`config.mk`:
```
export PLATFORM = sky130hd
export DESIGN_NAME = quadrature_decoder_saturating_flat
export DESIGN_NICKNAME = d
export VERILOG_FILES = /design/src/hdl/qds_pkg.sv /design/src/hdl/qds_req_if.sv /design/src/hdl/qds_rsp_if.sv /design/src/hdl/quadrature_decoder_saturating.sv /design/src/flat_wrapper.sv
export SDC_FILE = /design/constraint.sdc
export NUM_CORES = 1
export LEC_CHECK = 0
export ABC_AREA = 1
export BUFFER_PORTS_ARGS = -buffer_cell sky130_fd_sc_hd__clkbuf_2
export CAP_MARGIN = 0
export CORE_MARGIN = 5
export CORE_UTILIZATION = 35
export CTS_CLUSTER_DIAMETER = 60
export DETAILED_ROUTE_END_ITERATION = 8
export GPL_ROUTABILITY_DRIVEN = 0
export PLACE_DENSITY_LB_ADDON = 0.3
export REMOVE_ABC_BUFFERS = 1
export SLEW_MARGIN = 10
export SYNTH_ARGS = -nofsm -noshare
export SYNTH_HDL_FRONTEND = slang
export SYNTH_SLANG_ARGS = --single-unit
export TNS_END_PERCENT = 1
```
`constraint.sdc`:
```
create_clock -name clock -period 14.6 [get_ports clock]
set_input_delay 1.46 -clock clock [delete_from_list [all_inputs] [get_ports clock]]
set_output_delay 1.46 -clock clock [all_outputs]
set_load 0.02 [all_outputs]
```
`src/hdl/qds_pkg.sv`:
```
package qds_pkg;

   localparam int unsigned CountWidth = 8;
   localparam int unsigned ScaleWidth = 12;

   localparam int CountLimit = 127;
   localparam int FullScale  = 2047;

   // The scale factor is split into a whole part and a remainder part, so that
   // only the remainder product needs a division by the limit.
   localparam int ScaleWhole = FullScale / CountLimit;
   localparam int ScaleRem   = FullScale % CountLimit;

   localparam logic signed [CountWidth-1:0] CountMax = CountWidth'(CountLimit);
   localparam logic signed [CountWidth-1:0] CountMin = CountWidth'(-CountLimit);

   typedef logic signed [CountWidth-1:0] count_type;
   typedef logic signed [ScaleWidth-1:0] scaled_type;

   // Tracker states: one idle/error state and four phase states.
   localparam logic [2:0] PhaseIdle = 3'd0;
   localparam logic [2:0] Phase00   = 3'd1;
   localparam logic [2:0] Phase10   = 3'd2;
   localparam logic [2:0] Phase11   = 3'd3;
   localparam logic [2:0] Phase01   = 3'd4;

endpackage

```
`src/hdl/qds_req_if.sv`:
```
interface qds_req_if
   import qds_pkg::*;
   ();
   logic valid;
   logic ready;
   logic chan_a;
   logic chan_b;

   modport source (output valid, output chan_a, output chan_b, input ready);
   modport sink   (input valid, input chan_a, input chan_b, output ready);
endinterface

```
`src/hdl/qds_rsp_if.sv`:
```
interface qds_rsp_if
   import qds_pkg::*;
   ();
   logic       valid;
   logic       ready;
   count_type  position;
   scaled_type scaled_position;
   logic       at_max;
   logic       at_min;

   modport source (output valid, output position, output scaled_position,
                   output at_max, output at_min, input ready);
   modport sink   (input valid, input position, input scaled_position,
                   input at_max, input at_min, output ready);
endinterface

```
`src/hdl/quadrature_decoder_saturating.sv`:
```
// Quadrature decoder (x4) with a saturating signed position count. Each request
// beat carries one filtered sample of channels A and B; each one produces exactly
// one response beat with the count after that sample, the count scaled to full
// scale (truncated toward zero and clamped), and at-limit flags. The block takes
// one beat per clock while the response side keeps up: the tracker and count
// update in the accepting cycle, and the scaling happens in a second stage, so a
// response passes through the stage-one and response registers after its request
// beat. Writing csr_wdata with csr_we loads the count (clamped to the limit)
// and returns the tracker to its idle/error state; write it only while idle.
module quadrature_decoder_saturating
   import qds_pkg::*;
   (
   input  logic            clock,
   input  logic            reset,
   qds_req_if.sink         req_bus,
   qds_rsp_if.source       rsp_bus,
   input  logic            csr_we,
   input  count_type       csr_wdata
   );

   logic [2:0] phase_ff, phase_in;
   count_type  count_ff, count_in;
   logic       s1_valid_ff;
   count_type  s1_count_ff;
   logic       rsp_valid_ff;
   count_type  rsp_position_ff;
   scaled_type rsp_scaled_ff;
   logic       rsp_max_ff;
   logic       rsp_min_ff;

   logic       out_open;
   logic       s1_open;
   logic       accept;
   logic [2:0] target;
   logic [2:0] fwd;
   logic [2:0] rev;
   logic       step_up;
   logic       step_down;
   count_type  load_value;

   logic                  neg;
   logic [CountWidth-1:0] mag;
   logic [12:0]           whole_part;
   logic [11:0]           rem_prod;
   logic [4:0]            rem_quot;
   logic [11:0]           rem_left;
   logic [12:0]           mag_scaled;
   logic [ScaleWidth-1:0] mag_clamped;
   scaled_type            scaled;

   assign out_open = !rsp_valid_ff || rsp_bus.ready;
   assign s1_open  = !s1_valid_ff || out_open;
   assign accept   = req_bus.valid && s1_open;
   assign req_bus.ready = s1_open;

   always_comb begin
      case ({req_bus.chan_a, req_bus.chan_b})
         2'b00:   target = Phase00;
         2'b10:   target = Phase10;
         2'b11:   target = Phase11;
         default: target = Phase01;
      endcase
      fwd = (phase_ff == Phase01) ? Phase00 : phase_ff + 3'd1;
      rev = (phase_ff == Phase00) ? Phase01 : phase_ff - 3'd1;
   end

   always_comb begin
      step_up   = 1'b0;
      step_down = 1'b0;
      phase_in  = PhaseIdle;
      case (phase_ff)
         PhaseIdle: begin
            phase_in  = target;
            step_up   = (target == Phase00);
            step_down = (target == Phase01);
         end
         Phase00, Phase10, Phase11, Phase01: begin
            if (target == phase_ff) begin
               phase_in = phase_ff;
            end else if (target == fwd) begin
               phase_in = target;
               step_up  = 1'b1;
            end else if (target == rev) begin
               phase_in  = target;
               step_down = 1'b1;
            end else begin
               phase_in = PhaseIdle;
            end
         end
         default: phase_in = PhaseIdle;
      endcase

      count_in = count_ff;
      if (step_up && count_ff < CountMax) begin
         count_in = count_ff + count_type'(1);
      end else if (step_down && count_ff > CountMin) begin
         count_in = count_ff - count_type'(1);
      end
   end

   always_comb begin
      if (csr_wdata > CountMax) begin
         load_value = CountMax;
      end else if (csr_wdata < CountMin) begin
         load_value = CountMin;
      end else begin
         load_value = csr_wdata;
      end
   end

   always_ff @(posedge clock) begin
      if (reset) begin
         phase_ff <= PhaseIdle;
         count_ff <= '0;
      end else if (csr_we) begin
         phase_ff <= PhaseIdle;
         count_ff <= load_value;
      end else if (accept) begin
         phase_ff <= phase_in;
         count_ff <= count_in;
      end
   end

   always_ff @(posedge clock) begin
      if (reset) begin
         s1_valid_ff <= 1'b0;
      end else if (s1_open) begin
         s1_valid_ff <= req_bus.valid;
      end
   end

   always_ff @(posedge clock) begin
      if (accept) begin
         s1_count_ff <= count_in;
      end
   end

   // Scaling: |count| * FullScale / CountLimit = ScaleWhole*m + (ScaleRem*m)/CountLimit.
   // The remainder quotient is first estimated by a shift and then corrected once.
   always_comb begin
      neg         = s1_count_ff[CountWidth-1];
      mag         = neg ? CountWidth'(-s1_count_ff) : CountWidth'(s1_count_ff);
      whole_part  = 13'(mag) * 13'(ScaleWhole);
      rem_prod    = 12'(mag) * 12'(ScaleRem);
      rem_quot    = rem_prod[11:7];
      rem_left    = rem_prod - ((12'(rem_quot) << 7) - 12'(rem_quot));
      mag_scaled  = whole_part + 13'(rem_quot)
                  + ((rem_left >= 12'(CountLimit)) ? 13'd1 : 13'd0);
      mag_clamped = (mag_scaled > 13'(FullScale)) ? ScaleWidth'(FullScale)
                                                   : mag_scaled[ScaleWidth-1:0];
      scaled      = neg ? scaled_type'(-mag_clamped) : scaled_type'(mag_clamped);
   end

   always_ff @(posedge clock) begin
      if (reset) begin
         rsp_valid_ff <= 1'b0;
      end else if (out_open) begin
         rsp_valid_ff <= s1_valid_ff;
      end
   end

   always_ff @(posedge clock) begin
      if (out_open && s1_valid_ff) begin
         rsp_position_ff <= s1_count_ff;
         rsp_scaled_ff   <= scaled;
         rsp_max_ff      <= (s1_count_ff == CountMax);
         rsp_min_ff      <= (s1_count_ff == CountMin);
      end
   end

   assign rsp_bus.valid           = rsp_valid_ff;
   assign rsp_bus.position        = rsp_position_ff;
   assign rsp_bus.scaled_position = rsp_scaled_ff;
   assign rsp_bus.at_max          = rsp_max_ff;
   assign rsp_bus.at_min          = rsp_min_ff;

endmodule
```
`src/flat_wrapper.sv`:
```
// flat-port wrapper written by rule: the top's interface ports become plain ports
module quadrature_decoder_saturating_flat import qds_pkg::*;
  (clock, reset, csr_we, csr_wdata, req_bus_valid, req_bus_chan_a, req_bus_chan_b, req_bus_ready, rsp_bus_valid, rsp_bus_position, rsp_bus_scaled_position, rsp_bus_at_max, rsp_bus_at_min, rsp_bus_ready);
  qds_req_if req_bus_i ();
  qds_rsp_if rsp_bus_i ();
  input  logic clock;
  input  logic reset;
  input  logic csr_we;
  input  count_type csr_wdata;
  input wire logic [$bits(req_bus_i.valid)-1:0] req_bus_valid;
  input wire logic [$bits(req_bus_i.chan_a)-1:0] req_bus_chan_a;
  input wire logic [$bits(req_bus_i.chan_b)-1:0] req_bus_chan_b;
  output wire logic [$bits(req_bus_i.ready)-1:0] req_bus_ready;
  output wire logic [$bits(rsp_bus_i.valid)-1:0] rsp_bus_valid;
  output wire logic [$bits(rsp_bus_i.position)-1:0] rsp_bus_position;
  output wire logic [$bits(rsp_bus_i.scaled_position)-1:0] rsp_bus_scaled_position;
  output wire logic [$bits(rsp_bus_i.at_max)-1:0] rsp_bus_at_max;
  output wire logic [$bits(rsp_bus_i.at_min)-1:0] rsp_bus_at_min;
  input wire logic [$bits(rsp_bus_i.ready)-1:0] rsp_bus_ready;
  assign req_bus_i.valid = req_bus_valid;
  assign req_bus_i.chan_a = req_bus_chan_a;
  assign req_bus_i.chan_b = req_bus_chan_b;
  assign req_bus_ready = req_bus_i.ready;
  assign rsp_bus_valid = rsp_bus_i.valid;
  assign rsp_bus_position = rsp_bus_i.position;
  assign rsp_bus_scaled_position = rsp_bus_i.scaled_position;
  assign rsp_bus_at_max = rsp_bus_i.at_max;
  assign rsp_bus_at_min = rsp_bus_i.at_min;
  assign rsp_bus_i.ready = rsp_bus_ready;
  quadrature_decoder_saturating u_core (.clock(clock), .reset(reset), .req_bus(req_bus_i), .rsp_bus(rsp_bus_i), .csr_we(csr_we), .csr_wdata(csr_wdata));
endmodule
```
# Word level (Yosys, flattened, before mapping)
# Index checks and enable logic that the tools add are counted.
op_classes:
  n_addsub: 10
  multipliers: 1
  order_cmp: 6
  eq_ne: 14
  mux: 24
  reduce_logical: 14
op_table:
  columns: ["operator", "n"]
  rows:
  - ["8-bit two-way mux", 7]
  - ["12-bit two-way mux", 2]
  - ["8-bit equality test, second input constant", 2]
  - ["8-bit greater-than comparator, second input constant", 2]
  - ["8-bit less-than comparator, second input constant", 2]
  - ["3-bit two-way mux", 5]
  - ["12-bit by 5-bit adder with 13-bit output", 1]
  - ["13-bit adder", 1]
  - ["13-bit by 11-bit greater-than comparator with 1-bit output, second input constant", 1]
  - ["12-bit by 7-bit >= comparator with 1-bit output, second input constant", 1]
  - ["8-bit by 4-bit multiplier with 12-bit output, second input constant", 1]
  - ["12-bit negation", 1]
  - ["12-bit subtractor", 1]
  - ["12-bit by 5-bit subtractor with 12-bit output", 1]
  - ["3-bit equality test", 3]
  - ["3-bit case mux with 3 select lines", 1]
  - ["8-bit by 2-bit adder with 8-bit output, second input constant", 1]
  - ["8-bit negation", 1]
  - ["8-bit by 2-bit subtractor with 8-bit output, second input constant", 1]
  - ["3-bit by 1-bit equality test with 1-bit output, second input constant", 2]
  - ["3-bit by 2-bit equality test with 1-bit output, second input constant", 2]
  - ["3-bit equality test, second input constant", 2]
  - ["1-bit two-way mux", 6]
  - ["3-bit case mux with 2 select lines", 1]
  - ["other kinds (14)", 21]
word_totals:
  reg_bits: 43
  inputBits: 15
  out_inout_bits: 24
  wordCells: 78

# Depth between registers and ports, before layout
# Gate-level depths: netlist of the first run.
logic_depth:
  ltp_word: 12
  ltp_mapped: 53
  depth_no_buf: 53

# Worst setup path before layout of the first run
# OpenSTA, ideal clock, no wires.
synth_path:
  path_type: "reg2reg"
  start: "register u_core.s1_count_ff[0]"
  end: "register u_core.rsp_scaled_ff[6] (netlist: u_core.rsp_bus.scaled_position[6]), data pin"
  setup_ns: 0.254
  arrival_time_ns: 6.314
  t_required_ns: 14.346
  setup_slack_ns: 8.032
  stages_incl_launch_ff: 49
  n_path_buf: 0
  period_less_slack_ns: 6.568
  cell_sequence: "edfxtp_1 -> inv_1 -> ha_1 -> nor2_1 -> nand2_1 -> nand2_2 -> inv_1 -> fa_1 -> inv_1 -> fa_1 -> inv_1 -> fa_1 -> inv_1 -> nand2_1 -> nand2_1 -> nand3_1 -> nand2_1 -> nand2_1 -> (+13 left out) -> xor2_1 -> o311ai_0 -> ha_1 -> ha_1 -> nand3_2 -> nor2_2 -> a21oi_4 -> nand3_1 -> nor2_1 -> ha_1 -> inv_1 -> nor2_1 -> inv_1 -> nor2_1 -> nand2_1 -> nand2_2 -> xor2_1 -> inv_1"
synth_via:
  elab_chain_len: 12
  word_cells_on_any_way: 13
  classes_between: "add/sub: 6; mul: 1; order compare: 2; mux: 4"
synth_rtl:
  columns: ["item", "line", "text"]
  rows:
  - ["start, declared", "quadrature_decoder_saturating.sv:24", "count_type s1_count_ff;"]
  - ["start signal, assigned", "quadrature_decoder_saturating.sv:134", "s1_count_ff <= count_in;"]
  - ["8-bit negation", "quadrature_decoder_saturating.sv:142", "mag = neg ? CountWidth'(-s1_count_ff) : CountWidth'(s1_count_ff);"]
  - ["8-bit two-way mux *", "quadrature_decoder_saturating.sv:142", null]
  - ["8-bit by 4-bit multiplier with 12-bit output", "quadrature_decoder_saturating.sv:144", "rem_prod = 12'(mag) * 12'(ScaleRem);"]
  - ["12-bit by 5-bit subtractor with 12-bit output", "quadrature_decoder_saturating.sv:146", "rem_left = rem_prod - ((12'(rem_quot) << 7) - 12'(rem_quot));"]
  - ["12-bit subtractor", "quadrature_decoder_saturating.sv:146", null]
  - ["12-bit by 7-bit >= comparator with 1-bit output", "quadrature_decoder_saturating.sv:148", "+ ((rem_left >= 12'(CountLimit)) ? 13'd1 : 13'd0);"]
  - ["1-bit two-way mux", "quadrature_decoder_saturating.sv:148", null]
  - ["13-bit adder *", "quadrature_decoder_saturating.sv:148", null]
  - ["13-bit by 11-bit greater-than comparator with 1-bit output", "quadrature_decoder_saturating.sv:149", "mag_clamped = (mag_scaled > 13'(FullScale)) ? ScaleWidth'(FullScale)"]
  - ["12-bit two-way mux *", "quadrature_decoder_saturating.sv:149", null]
  - ["12-bit negation", "quadrature_decoder_saturating.sv:151", "scaled = neg ? scaled_type'(-mag_clamped) : scaled_type'(mag_clamped);"]
  - ["12-bit two-way mux *", "quadrature_decoder_saturating.sv:151", null]
  - ["net u_core.scaled[6]", "quadrature_decoder_saturating.sv:49", "scaled_type scaled;"]
  - ["end signal, assigned", "quadrature_decoder_saturating.sv:165", "rsp_scaled_ff <= scaled;"]
  - ["end, declared", "quadrature_decoder_saturating.sv:27", "scaled_type rsp_scaled_ff;"]
# Mark *: on every way through the listed nets, which the timed path passes. The rest lies on a longest branch.
# A chain may end at the register's enable or synchronous reset.

# Worst setup path in the final report of the first run
layout_path:
  start: "register u_core.s1_count_ff[7]"
  end: "register u_core.rsp_scaled_ff[6] (netlist: u_core.rsp_bus.scaled_position[6]), data pin"
layout_via:
  elab_chain_len: 12
  word_cells_on_any_way: 13
  classes_between: "add/sub: 6; mul: 1; order compare: 2; mux: 4"
layout_rtl:
  columns: ["item", "line"]
  rows:
  - ["8-bit negation", "quadrature_decoder_saturating.sv:142"]
  - ["8-bit two-way mux", "quadrature_decoder_saturating.sv:142"]
  - ["8-bit by 4-bit multiplier with 12-bit output", "quadrature_decoder_saturating.sv:144"]
  - ["12-bit by 5-bit subtractor with 12-bit output", "quadrature_decoder_saturating.sv:146"]
  - ["12-bit subtractor", "quadrature_decoder_saturating.sv:146"]
  - ["12-bit by 7-bit >= comparator with 1-bit output", "quadrature_decoder_saturating.sv:148"]
  - ["1-bit two-way mux", "quadrature_decoder_saturating.sv:148"]
  - ["13-bit adder", "quadrature_decoder_saturating.sv:148"]
  - ["13-bit by 11-bit greater-than comparator with 1-bit output", "quadrature_decoder_saturating.sv:149"]
  - ["12-bit two-way mux", "quadrature_decoder_saturating.sv:149"]
  - ["12-bit negation", "quadrature_decoder_saturating.sv:151"]
  - ["12-bit two-way mux *", "quadrature_decoder_saturating.sv:151"]
  - ["net u_core.scaled[6]", "quadrature_decoder_saturating.sv:49"]
# Marks and branches as above.

==> reports/qor.csv, run 1 <==
metric;value;unit
outcome;finished clean;
drive_gt1_frac;0.116;
grt-ovfl-total;0;
synth_edf_count;30;
cap_violations;0;
rsz0062_at_grt;no;
dr.pass1.iters;5;
fin_crit;7.45;ns
grt_antenna_before_repair;0;
grt_pass1_vias;3783;
clock.fmax;134;MHz
arrival;7.50;ns
drt-total-wl;9610;µm
core_area;12500;µm²
ys_seq_area_frac;0.264;
netlist_area;4390;µm²
area_growth_syn_to_layout;11.7;%
async_flop_share;0;
finalSetupViolCount;0;
post_cts_resized;0;
busiest_layer;met2;
ys_ff_latch;43;
finalCritPeriodShare;0.511;
postPlaceCellArea;4770;µm²
initial_core_util;0.353;
htreeDepth;2;
drtAntennaViolNets;0;
slowest_stage;edfxtp_1;
tritoncts;built;
grt.met3_usage;0.0316;
start_kind;flip-flop;
use_met1;0.165;
fin_worst_skew;0.00866;ns
dpl.hpwl;8090;µm
dieHeight;122;µm
clkTransAtPathRegs;0.06;ns
setup_tns;0;ns
drc;0;
ios;39;
final_common_cell;nand2_1;
portBuffers;38;
worst_pin_slew;0.682;ns
slew_violations;0;
required;14.65;ns
synth_cell_types;41;
cp_slowest_stage_delay;0.79;ns
ys.warnings.count;0;
fp.dieW;122;µm
grt_usage;0.134;
hold_path_class;reg2reg;
hold_viol;0;
vias;3959;
cts_hold_buf;0;
postCtsSetupRepairBufs;0;
drt-initial-drc-count;161;
synth_cells;619;
die-area;14900;µm²
grt_pass1_wl;16500;µm
rows;41;
grt_max_degree;23;
slew_headroom;0.545;
cp-end-kind;flip-flop;
final_cell_mix;151 x nand2_1, 116 x inv_1, 58 x nor2_1;
cts_made_buffers;5;
ys.flop_type;edfxtp_1;
cts_sinks;43;
synth.avg_cell_area;7.10;µm²
wl_per_cell;11.5;µm
clkLatencyLatePin;0.29;ns
n_fill_cell;1289;
antenna_cells;0;
cp_max_fo;20;
via_per_inst;4.75;
met2_usage;0.230;
root_buffer;clkbuf_16;
clockBufferDepth;2;
crit_type;reg2reg;
final_net_count;732;
fin_area;4910;µm²
[per-stage QoR]
stage	std cells	util	hold WS, ns	worst slack (ns)
5_1_grt	834	0.394	0.537	6.33
3_5_place_dp	826	0.383	0.498	7.16
3_3_place_gp	826	0.383	0.477	7.27
2_1_floorplan	615	-	0.445	8.02
4_1_cts	834	0.394	0.510	7.13
6_report	834	0.394	0.509	7.15
[cell usage after synthesis, types with 4 or more instances]
master    instances  area, µm²
a21oi_1          30        150
dfxtp_1          13        260
edfxtp_1         30        901
fa_1              7        140
ha_1             49        613
inv_1           116        435
nand2_1         151        567
nand2_2           7       43.8
nand3_1          36        180
nand3_2           5       50.1
nand3b_1          6       45.0
nand4_1           6       37.5
nor2_1           58        218
nor2_2            7       43.8
nor3_1            5       25.0
o211ai_1          4       30.0
o21ai_0          28        140
xnor2_1           6       52.6
xor2_1           25        219
[state kept, by name, indices dropped and copies added, names as in the netlist]
signal / count
u_core.s1_count_ff: 8
u_core.count_ff: 8
u_core.rsp_bus.position: 8
u_core.s1_valid_ff: 1
u_core.rsp_bus.scaled_position: 12
u_core.rsp_bus.at_max: 1
u_core.rsp_bus.valid: 1
u_core.phase_ff: 3
u_core.rsp_bus.at_min: 1
[path summary, 6_finish.rpt]
| path | start | end | slack, ns | depth (start not counted) |
|---|---|---|---|---|
| hold / removal | u_core.s1_valid_ff$_SDFFE_PP0N_ | u_core.rsp_bus.valid$_SDFFE_PP0P_ | 0.51 | 2 |
| setup reg to reg | u_core.s1_count_ff[7]$_DFFE_PP_ | u_core.rsp_bus.scaled_position[6]$_DFFE_PP_ | 7.15 | 47 |
| hold reg to reg | u_core.s1_valid_ff$_SDFFE_PP0N_ | u_core.rsp_bus.valid$_SDFFE_PP0P_ | 0.51 | 2 |
| setup / recovery | u_core.s1_count_ff[7]$_DFFE_PP_ | u_core.rsp_bus.scaled_position[6]$_DFFE_PP_ | 7.15 | 47 |
[critical path, delay by kind of cell, from the launching register on]
kind	cells	cell delay, ns
xor gates and xnor gates	2	0.32
DFF	1	0.79
buffers and inverters	10	0.79
AOI/OAI and AO/OA	4	0.72
adders and majority gates	8	2.54
and+or+nand+nor	23	2.04
[cells by family after synthesis]
logic type	share of synthesized area
flops	0.264
compound gates	0.100
simple gates	0.291
xor+xnor	0.0618
fa+ha+maj	0.171
buf+inv	0.111
[layer usage]
metal | vias to the layer above | share of wire
met4 | 0 | 0.011
li1 | 2058 | -
met5 | - | 0
met2 | 89 | 0.49
met3 | 13 | 0.048
met1 | 1799 | 0.45
[area by class of cell]
type / count / area, µm² / share of cell area
Sequential cell: 43 / 1160 / 0.236
Inverter: 120 / 450 / 0.0917
Timing Repair Buffer: 39 / 198 / 0.0403
Tap cell: 172 / 215 / 0.0438
Clock inverter: 1 / 5.00 / 0.00102
Multi-Input combinational cell: 452 / 2750 / 0.560
Clock buffer: 7 / 133 / 0.0270
Power of run 1 is not shown: default switching activity piles up to over one toggle a cycle in this logic, so the estimate is an artifact.
==> run 2, diff against run 1 <==
- ABC_AREA: 1 -> 0
- clock period: 14.6 -> 6.78 ns (I/O delays scaled with it)
==> reports/qor.csv, run 2 <==
metric;value;unit;change
final_net_count;729;;was 732
cts_made_buffers;5;;unchanged
dpl.hpwl;8610;µm;was 8090 µm
portBuffers;38;;unchanged
async_flop_share;0;;unchanged
ios;39;;unchanged
drt-initial-drc-count;161;;unchanged
finalSetupViolCount;11;;was 0
core_area;12500;µm²;about the same
crit_buf_inv;4;;was 10
holdWs;0.513;ns;was 0.509 ns
cap_violations;0;;unchanged
initial_core_util;0.353;;about the same
antenna_cells;0;;unchanged
slew_violations;0;;unchanged
hold_viol;0;;unchanged
drtAntennaViolNets;0;;unchanged
grt_pass1_vias;4335;;was 3783
ys.flop_type;edfxtp_1;;unchanged
tritoncts;built;;unchanged
fin_worst_skew;0.00456;ns;was 0.00866 ns
fp.dieW;122;µm;about the same
dr.pass1.iters;4;;was 5
drt-total-wl;11600;µm;was 9610 µm
synth.area.top_cells;edfxtp_1 20%, ha_1 14%, xnor2_1 6.1%, dfxtp_1 5.9%, inv_1 4.0%;;was edfxtp_1 21%, ha_1 14%, nand2_1 13%, inv_1 9.9%, dfxtp_1 5.9%
final_cell_mix;115 x buf_4, 40 x nor2_1, 38 x inv_1, 38 x clkbuf_2, 37 x ha_1;;was 151 x nand2_1, 116 x inv_1, 58 x nor2_1
rows;41;;unchanged
worst_pin_slew;1.07;ns;was 0.682 ns
cp_top_family;compound AO/OA/AOI/OAI gates;;was adder cells
dieHeight;122;µm;about the same
met2WireLength;6360;µm;was 4690 µm
hold_path_class;reg2reg;;unchanged
die-area;15000;µm²;was 14900 µm²
fin_ws;-0.637;ns;was 7.15 ns
final_common_cell;buf_4;;was nand2_1
drive_gt1_frac;0.382;;was 0.116
cp-end-kind;flip-flop;;unchanged
slew_headroom;0.287;;was 0.545
n_fill_cell;1172;;was 1289
synth_cells;504;;was 619
grt-ovfl-total;0;;unchanged
clock.fmax;135;MHz;was 134 MHz
finalCritPeriodShare;1.09;;was 0.511
ys_ff_latch;43;;unchanged
grt_pass1_wl;19000;µm;was 16500 µm
met1_length;4610;µm;was 4350 µm
cts_sinks;43;;unchanged
synth_edf_count;30;;unchanged
synth_top_cell_by_area;edfxtp_1;;unchanged
postPlaceCellArea;5460;µm²;was 4770 µm²
outcome;finished, violations left;;was finished clean
cp_slowest_stage_delay;0.58;ns;was 0.79 ns
ys_seq_area_frac;0.263;;was 0.264
arrival;7.57;ns;was 7.50 ns
grt_max_degree;23;;unchanged
violations;setup timing;;
grt_antenna_before_repair;0;;unchanged
rsz0062_at_grt;yes;;was no
synth_most_common_cell;ha_1;;was nand2_1
wl_met3;368;µm;was 461 µm
synth_top_area_frac;0.204;;was 0.205
cpMostUsedCell;ha_4;;
root_buffer;clkbuf_16;;unchanged
highest_layer;met4;;unchanged
htreeDepth;2;;unchanged
largest_reg_flops;12;;unchanged
vias;4279;;was 3959
clockBufferDepth;2;;unchanged
ys.warnings.count;0;;unchanged
fin_crit;7.42;ns;was 7.45 ns
wl_per_cell;14.0;µm;was 11.5 µm
fin_util;0.501;;was 0.394
crit_type;reg2reg;;unchanged
drc;0;;unchanged
netlist_area;4420;µm²;was 4390 µm²
area_growth_syn_to_layout;41.9;%;was 11.7%
clkLatencyLatePin;0.29;ns;about the same
clkTransAtPathRegs;0.06;ns;about the same
slowest_stage;fa_1;;was edfxtp_1
required;6.94;ns;was 14.65 ns
synth.avg_cell_area;8.76;µm²;was 7.10 µm²
synth_cell_types;74;;was 41
cp_max_fo;4;;was 20
grt_usage;0.153;;was 0.134
fin_area;6270;µm²;was 4910 µm²
synth_common_cells;49 x ha_1, 47 x inv_1, 43 x nor2_1, 32 x nand2_1, 31 x xnor2_1;;was 151 x nand2_1, 116 x inv_1, 58 x nor2_1, 49 x ha_1, 36 x nand3_1
start_kind;flip-flop;;unchanged
via_per_inst;5.15;;was 4.75
==> run 2: changes by cell type after synthesis, moves of 9 or more <==
cell	previous run	this run
xnor2_1	6	31
clkbuf_1	0	10
nand2_1	151	32
nand2b_1	0	9
nor2_1	58	43
nand3_1	36	13
a21o_1	0	10
nor2b_1	0	9
inv_1	116	47
==> run 2: kinds of logic after synthesis <==
family	after synthesis	share of synthesized area
AO/OA/AOI/OAI	118	0.192
XOR/XNOR	52	0.110
adder cells (fa/ha/maj)	59	0.177
buffers and inverters	62	0.0536
flip-flops	43	0.263
multiplexers	3	0.00708
AND/OR/NAND/NOR	167	0.198
==> run 2: path summary, 6_finish.rpt <==
path / start / end / slack (ns) / cells past startpoint
worst min-delay path: u_core.s1_valid_ff$_SDFFE_PP0N_ / u_core.rsp_bus.valid$_SDFFE_PP0P_ / 0.51 / 2
worst max-delay path: u_core.s1_count_ff[2]$_DFFE_PP_ / u_core.rsp_bus.scaled_position[10]$_DFFE_PP_ / -0.64 / 37
worst min register to register: u_core.s1_valid_ff$_SDFFE_PP0N_ / u_core.rsp_bus.valid$_SDFFE_PP0P_ / 0.51 / 2
worst max register to register: u_core.s1_count_ff[2]$_DFFE_PP_ / u_core.rsp_bus.scaled_position[10]$_DFFE_PP_ / -0.64 / 37
==> run 2: routing by layer <==
metal,GRT usage,vias up
li1,-,2121
met1,0.173,2037
met2,0.291,95
met3,0.0244,26
met4,0.0518,0
met5,0,-
==> run 2: repair_timing <==
item	CTS	global route
setup buffers	22	8
pin swaps	52	46
resized for setup	63	27
setup endpoints to repair	12	12
hold buffers	0	0
==> run 2: layout make-up <==
cell class	instances	area [µm²]	share of cell area
clock inverter	2	12.5	0.00200
multi-input combinational	399	3430	0.548
inverter	49	184	0.0294
timing repair buffer	160	1130	0.181
tap	172	215	0.0343
sequential	43	1160	0.185
clock buffer	6	129	0.0206
==> run 2: through the flow <==
stage                     worst slack (ns)  setup TNS, ns  std cells
after global placement              -0.903          -5.30        793
final                               -0.637          -4.20        831
after CTS                           -0.620          -3.79        823
after floorplan                      -1.58          -9.99        491
after detailed placement             -1.15          -7.95        793
after global routing                 -1.11          -9.50        831
==> run 2: worst reg2reg max path, delay by kind of cell, from the launching register on <==
kind	cells	cell delay, ns
compound gates	12	2.11
fa+ha+maj	7	1.97
simple gates	11	1.91
xor+xnor	3	0.56
flops	1	0.38
buf+inv	4	0.37
Power of run 2 is left out for the same reason.
==> run 3, diff against run 2 <==
- BUFFER_PORTS_ARGS: -buffer_cell sky130_fd_sc_hd__clkbuf_2 -> unset
- DONT_BUFFER_PORTS: unset -> 1
==> reports/qor.csv, run 3 (same netlist as run 2, synthesis figures left out) <==
metric;value;unit;change
outcome;finished, violations left;;unchanged
violations;setup timing;;unchanged
fp.dieW;122;µm;unchanged
start_kind;flip-flop;;unchanged
fin_worst_skew;0.00723;ns;was 0.00456 ns
largest_reg_flops;12;;unchanged
slew_violations;0;;unchanged
portBuffers;0;;was 38
cp_slowest_stage_delay;0.56;ns;was 0.58 ns
cap_violations;0;;unchanged
crit_type;reg2reg;;unchanged
vias;4063;;was 4279
rows;41;;unchanged
busiest_layer;met2;;unchanged
final_cell_mix;113 x buf_4, 38 x nor2_1, 37 x inv_1;;was 115 x buf_4, 40 x nor2_1, 38 x inv_1, 38 x clkbuf_2, 37 x ha_1
tritoncts;built;;unchanged
finalCritPeriodShare;1.10;;was 1.09
met2_usage;0.284;;was 0.291
drt-total-wl;11300;µm;was 11600 µm
cts_sinks;43;;unchanged
clkLatencyLatePin;0.29;ns;about the same
clockBufferDepth;2;;unchanged
initial_core_util;0.353;;unchanged
finalSetupViolCount;11;;unchanged
root_buffer;clkbuf_16;;unchanged
grt_usage;0.151;;was 0.153
cp-end-kind;flip-flop;;unchanged
rsz0062_at_grt;yes;;unchanged
fin_area;6130;µm²;was 6270 µm²
htreeDepth;2;;unchanged
area_growth_syn_to_layout;38.8;%;was 41.9%
dieHeight;122;µm;unchanged
use_met1;0.173;;unchanged
clkTransAtPathRegs;0.06;ns;about the same
antenna_cells;0;;unchanged
cts_made_buffers;5;;unchanged
die-area;15000;µm²;unchanged
core_area;12500;µm²;unchanged
via_per_inst;5.15;;about the same
grt_pass1_vias;4173;;was 4335
final_common_cell;buf_4;;unchanged
drive_gt1_frac;0.363;;was 0.382
drtAntennaViolNets;0;;unchanged
dpl.hpwl;8510;µm;was 8610 µm
postPlaceCellArea;5260;µm²;was 5460 µm²
n_fill_cell;1142;;was 1172
slowest_stage;fa_1;;unchanged
grt_antenna_before_repair;0;;unchanged
grt.met3_usage;0.0300;;was 0.0244
worst_pin_slew;1.05;ns;was 1.07 ns
final_net_count;687;;was 729
wl_per_cell;14.3;µm;was 14.0 µm
drt-initial-drc-count;218;;was 161
ios;39;;unchanged
required;6.94;ns;about the same
drc;0;;unchanged
fin_crit;7.46;ns;was 7.42 ns
dr.pass1.iters;4;;unchanged
cp_max_fo;3;;was 4
grt_max_degree;23;;unchanged
grt-ovfl-total;0;;unchanged
grt_pass1_wl;18800;µm;was 19000 µm
arrival;7.62;ns;was 7.57 ns
slew_headroom;0.294;;was 0.287
fin_ws;-0.682;ns;was -0.637 ns
hold_viol;0;;unchanged
hold_path_class;in2reg;;was reg2reg
clock.fmax;134;MHz;was 135 MHz
[run 3: cell count changes in the layout (fill, tap and decap cells not counted), moves of 3 or more]
cell	previous run	this run
xnor2_2	5	8
buf_6	7	4
a21oi_1	22	18
xnor2_1	26	23
a21oi_2	2	7
clkbuf_2	38	0
o21ai_0	18	21
[run 3: final timing paths]
| check | startpoint | end | slack (ns) | depth (start not counted) |
|---|---|---|---|---|
| min reg2reg | u_core.s1_valid_ff$_SDFFE_PP0N_ | u_core.rsp_bus.valid$_SDFFE_PP0P_ | 0.51 | 2 |
| max | u_core.s1_count_ff[1]$_DFFE_PP_ | u_core.rsp_bus.scaled_position[10]$_DFFE_PP_ | -0.68 | 38 |
| max reg2reg | u_core.s1_count_ff[1]$_DFFE_PP_ | u_core.rsp_bus.scaled_position[10]$_DFFE_PP_ | -0.68 | 38 |
| min | reset | u_core.rsp_bus.valid$_SDFFE_PP0P_ | 0.45 | 1 |
[run 3: what timing repair did]
| item | CTS | global route |
|---|---|---|
| pin swaps | 41 | 48 |
| resized for setup | 48 | 46 |
| buffers inserted | 14 | 13 |
| hold buffers | 0 | 0 |
| endpoints found under the setup margin | 12 | 12 |
[run 3: cell type report]
cell class                      instances  area [µm²]  share of cell area
Tap cell                              172         215              0.0351
Multi-Input combinational cell        399        3490               0.570
Sequential cell                        43        1160               0.189
Inverter                               49         184              0.0300
Clock inverter                          2        13.8             0.00225
Timing Repair Buffer                  118         913               0.149
Clock buffer                            6         150              0.0245
[run 3: layer usage]
metal / vias up / part of all wire
li1: 2030 / -
met1: 1915 / 0.41
met2: 89 / 0.53
met3: 29 / 0.035
met4: 0 / 0.027
met5: - / 0
[run 3: through the flow]
step,util,instances,TNS (ns),setup WS [ns],hold WS [ns]
6_report,0.490,789,-3.91,-0.682,0.453
5_1_grt,0.490,789,-8.63,-1.06,0.442
4_1_cts,0.461,776,-3.28,-0.596,0.446
3_5_place_dp,0.421,754,-7.40,-1.10,0.499
3_3_place_gp,0.421,754,-5.81,-0.935,0.491
2_1_floorplan,-,491,-9.99,-1.58,0.478
[run 3: critical path, delay by kind of cell, from the launching register on]
kind                     cells  cell delay [ns]
flip-flops                   1             0.40
AND/OR/NAND/NOR             13             2.25
buffers and inverters        4             0.33
AO/OA/AOI/OAI               10             1.85
adder cells (fa/ha/maj)      7             1.89
XOR/XNOR                     4             0.63
Power of run 3 is left out for the same reason.
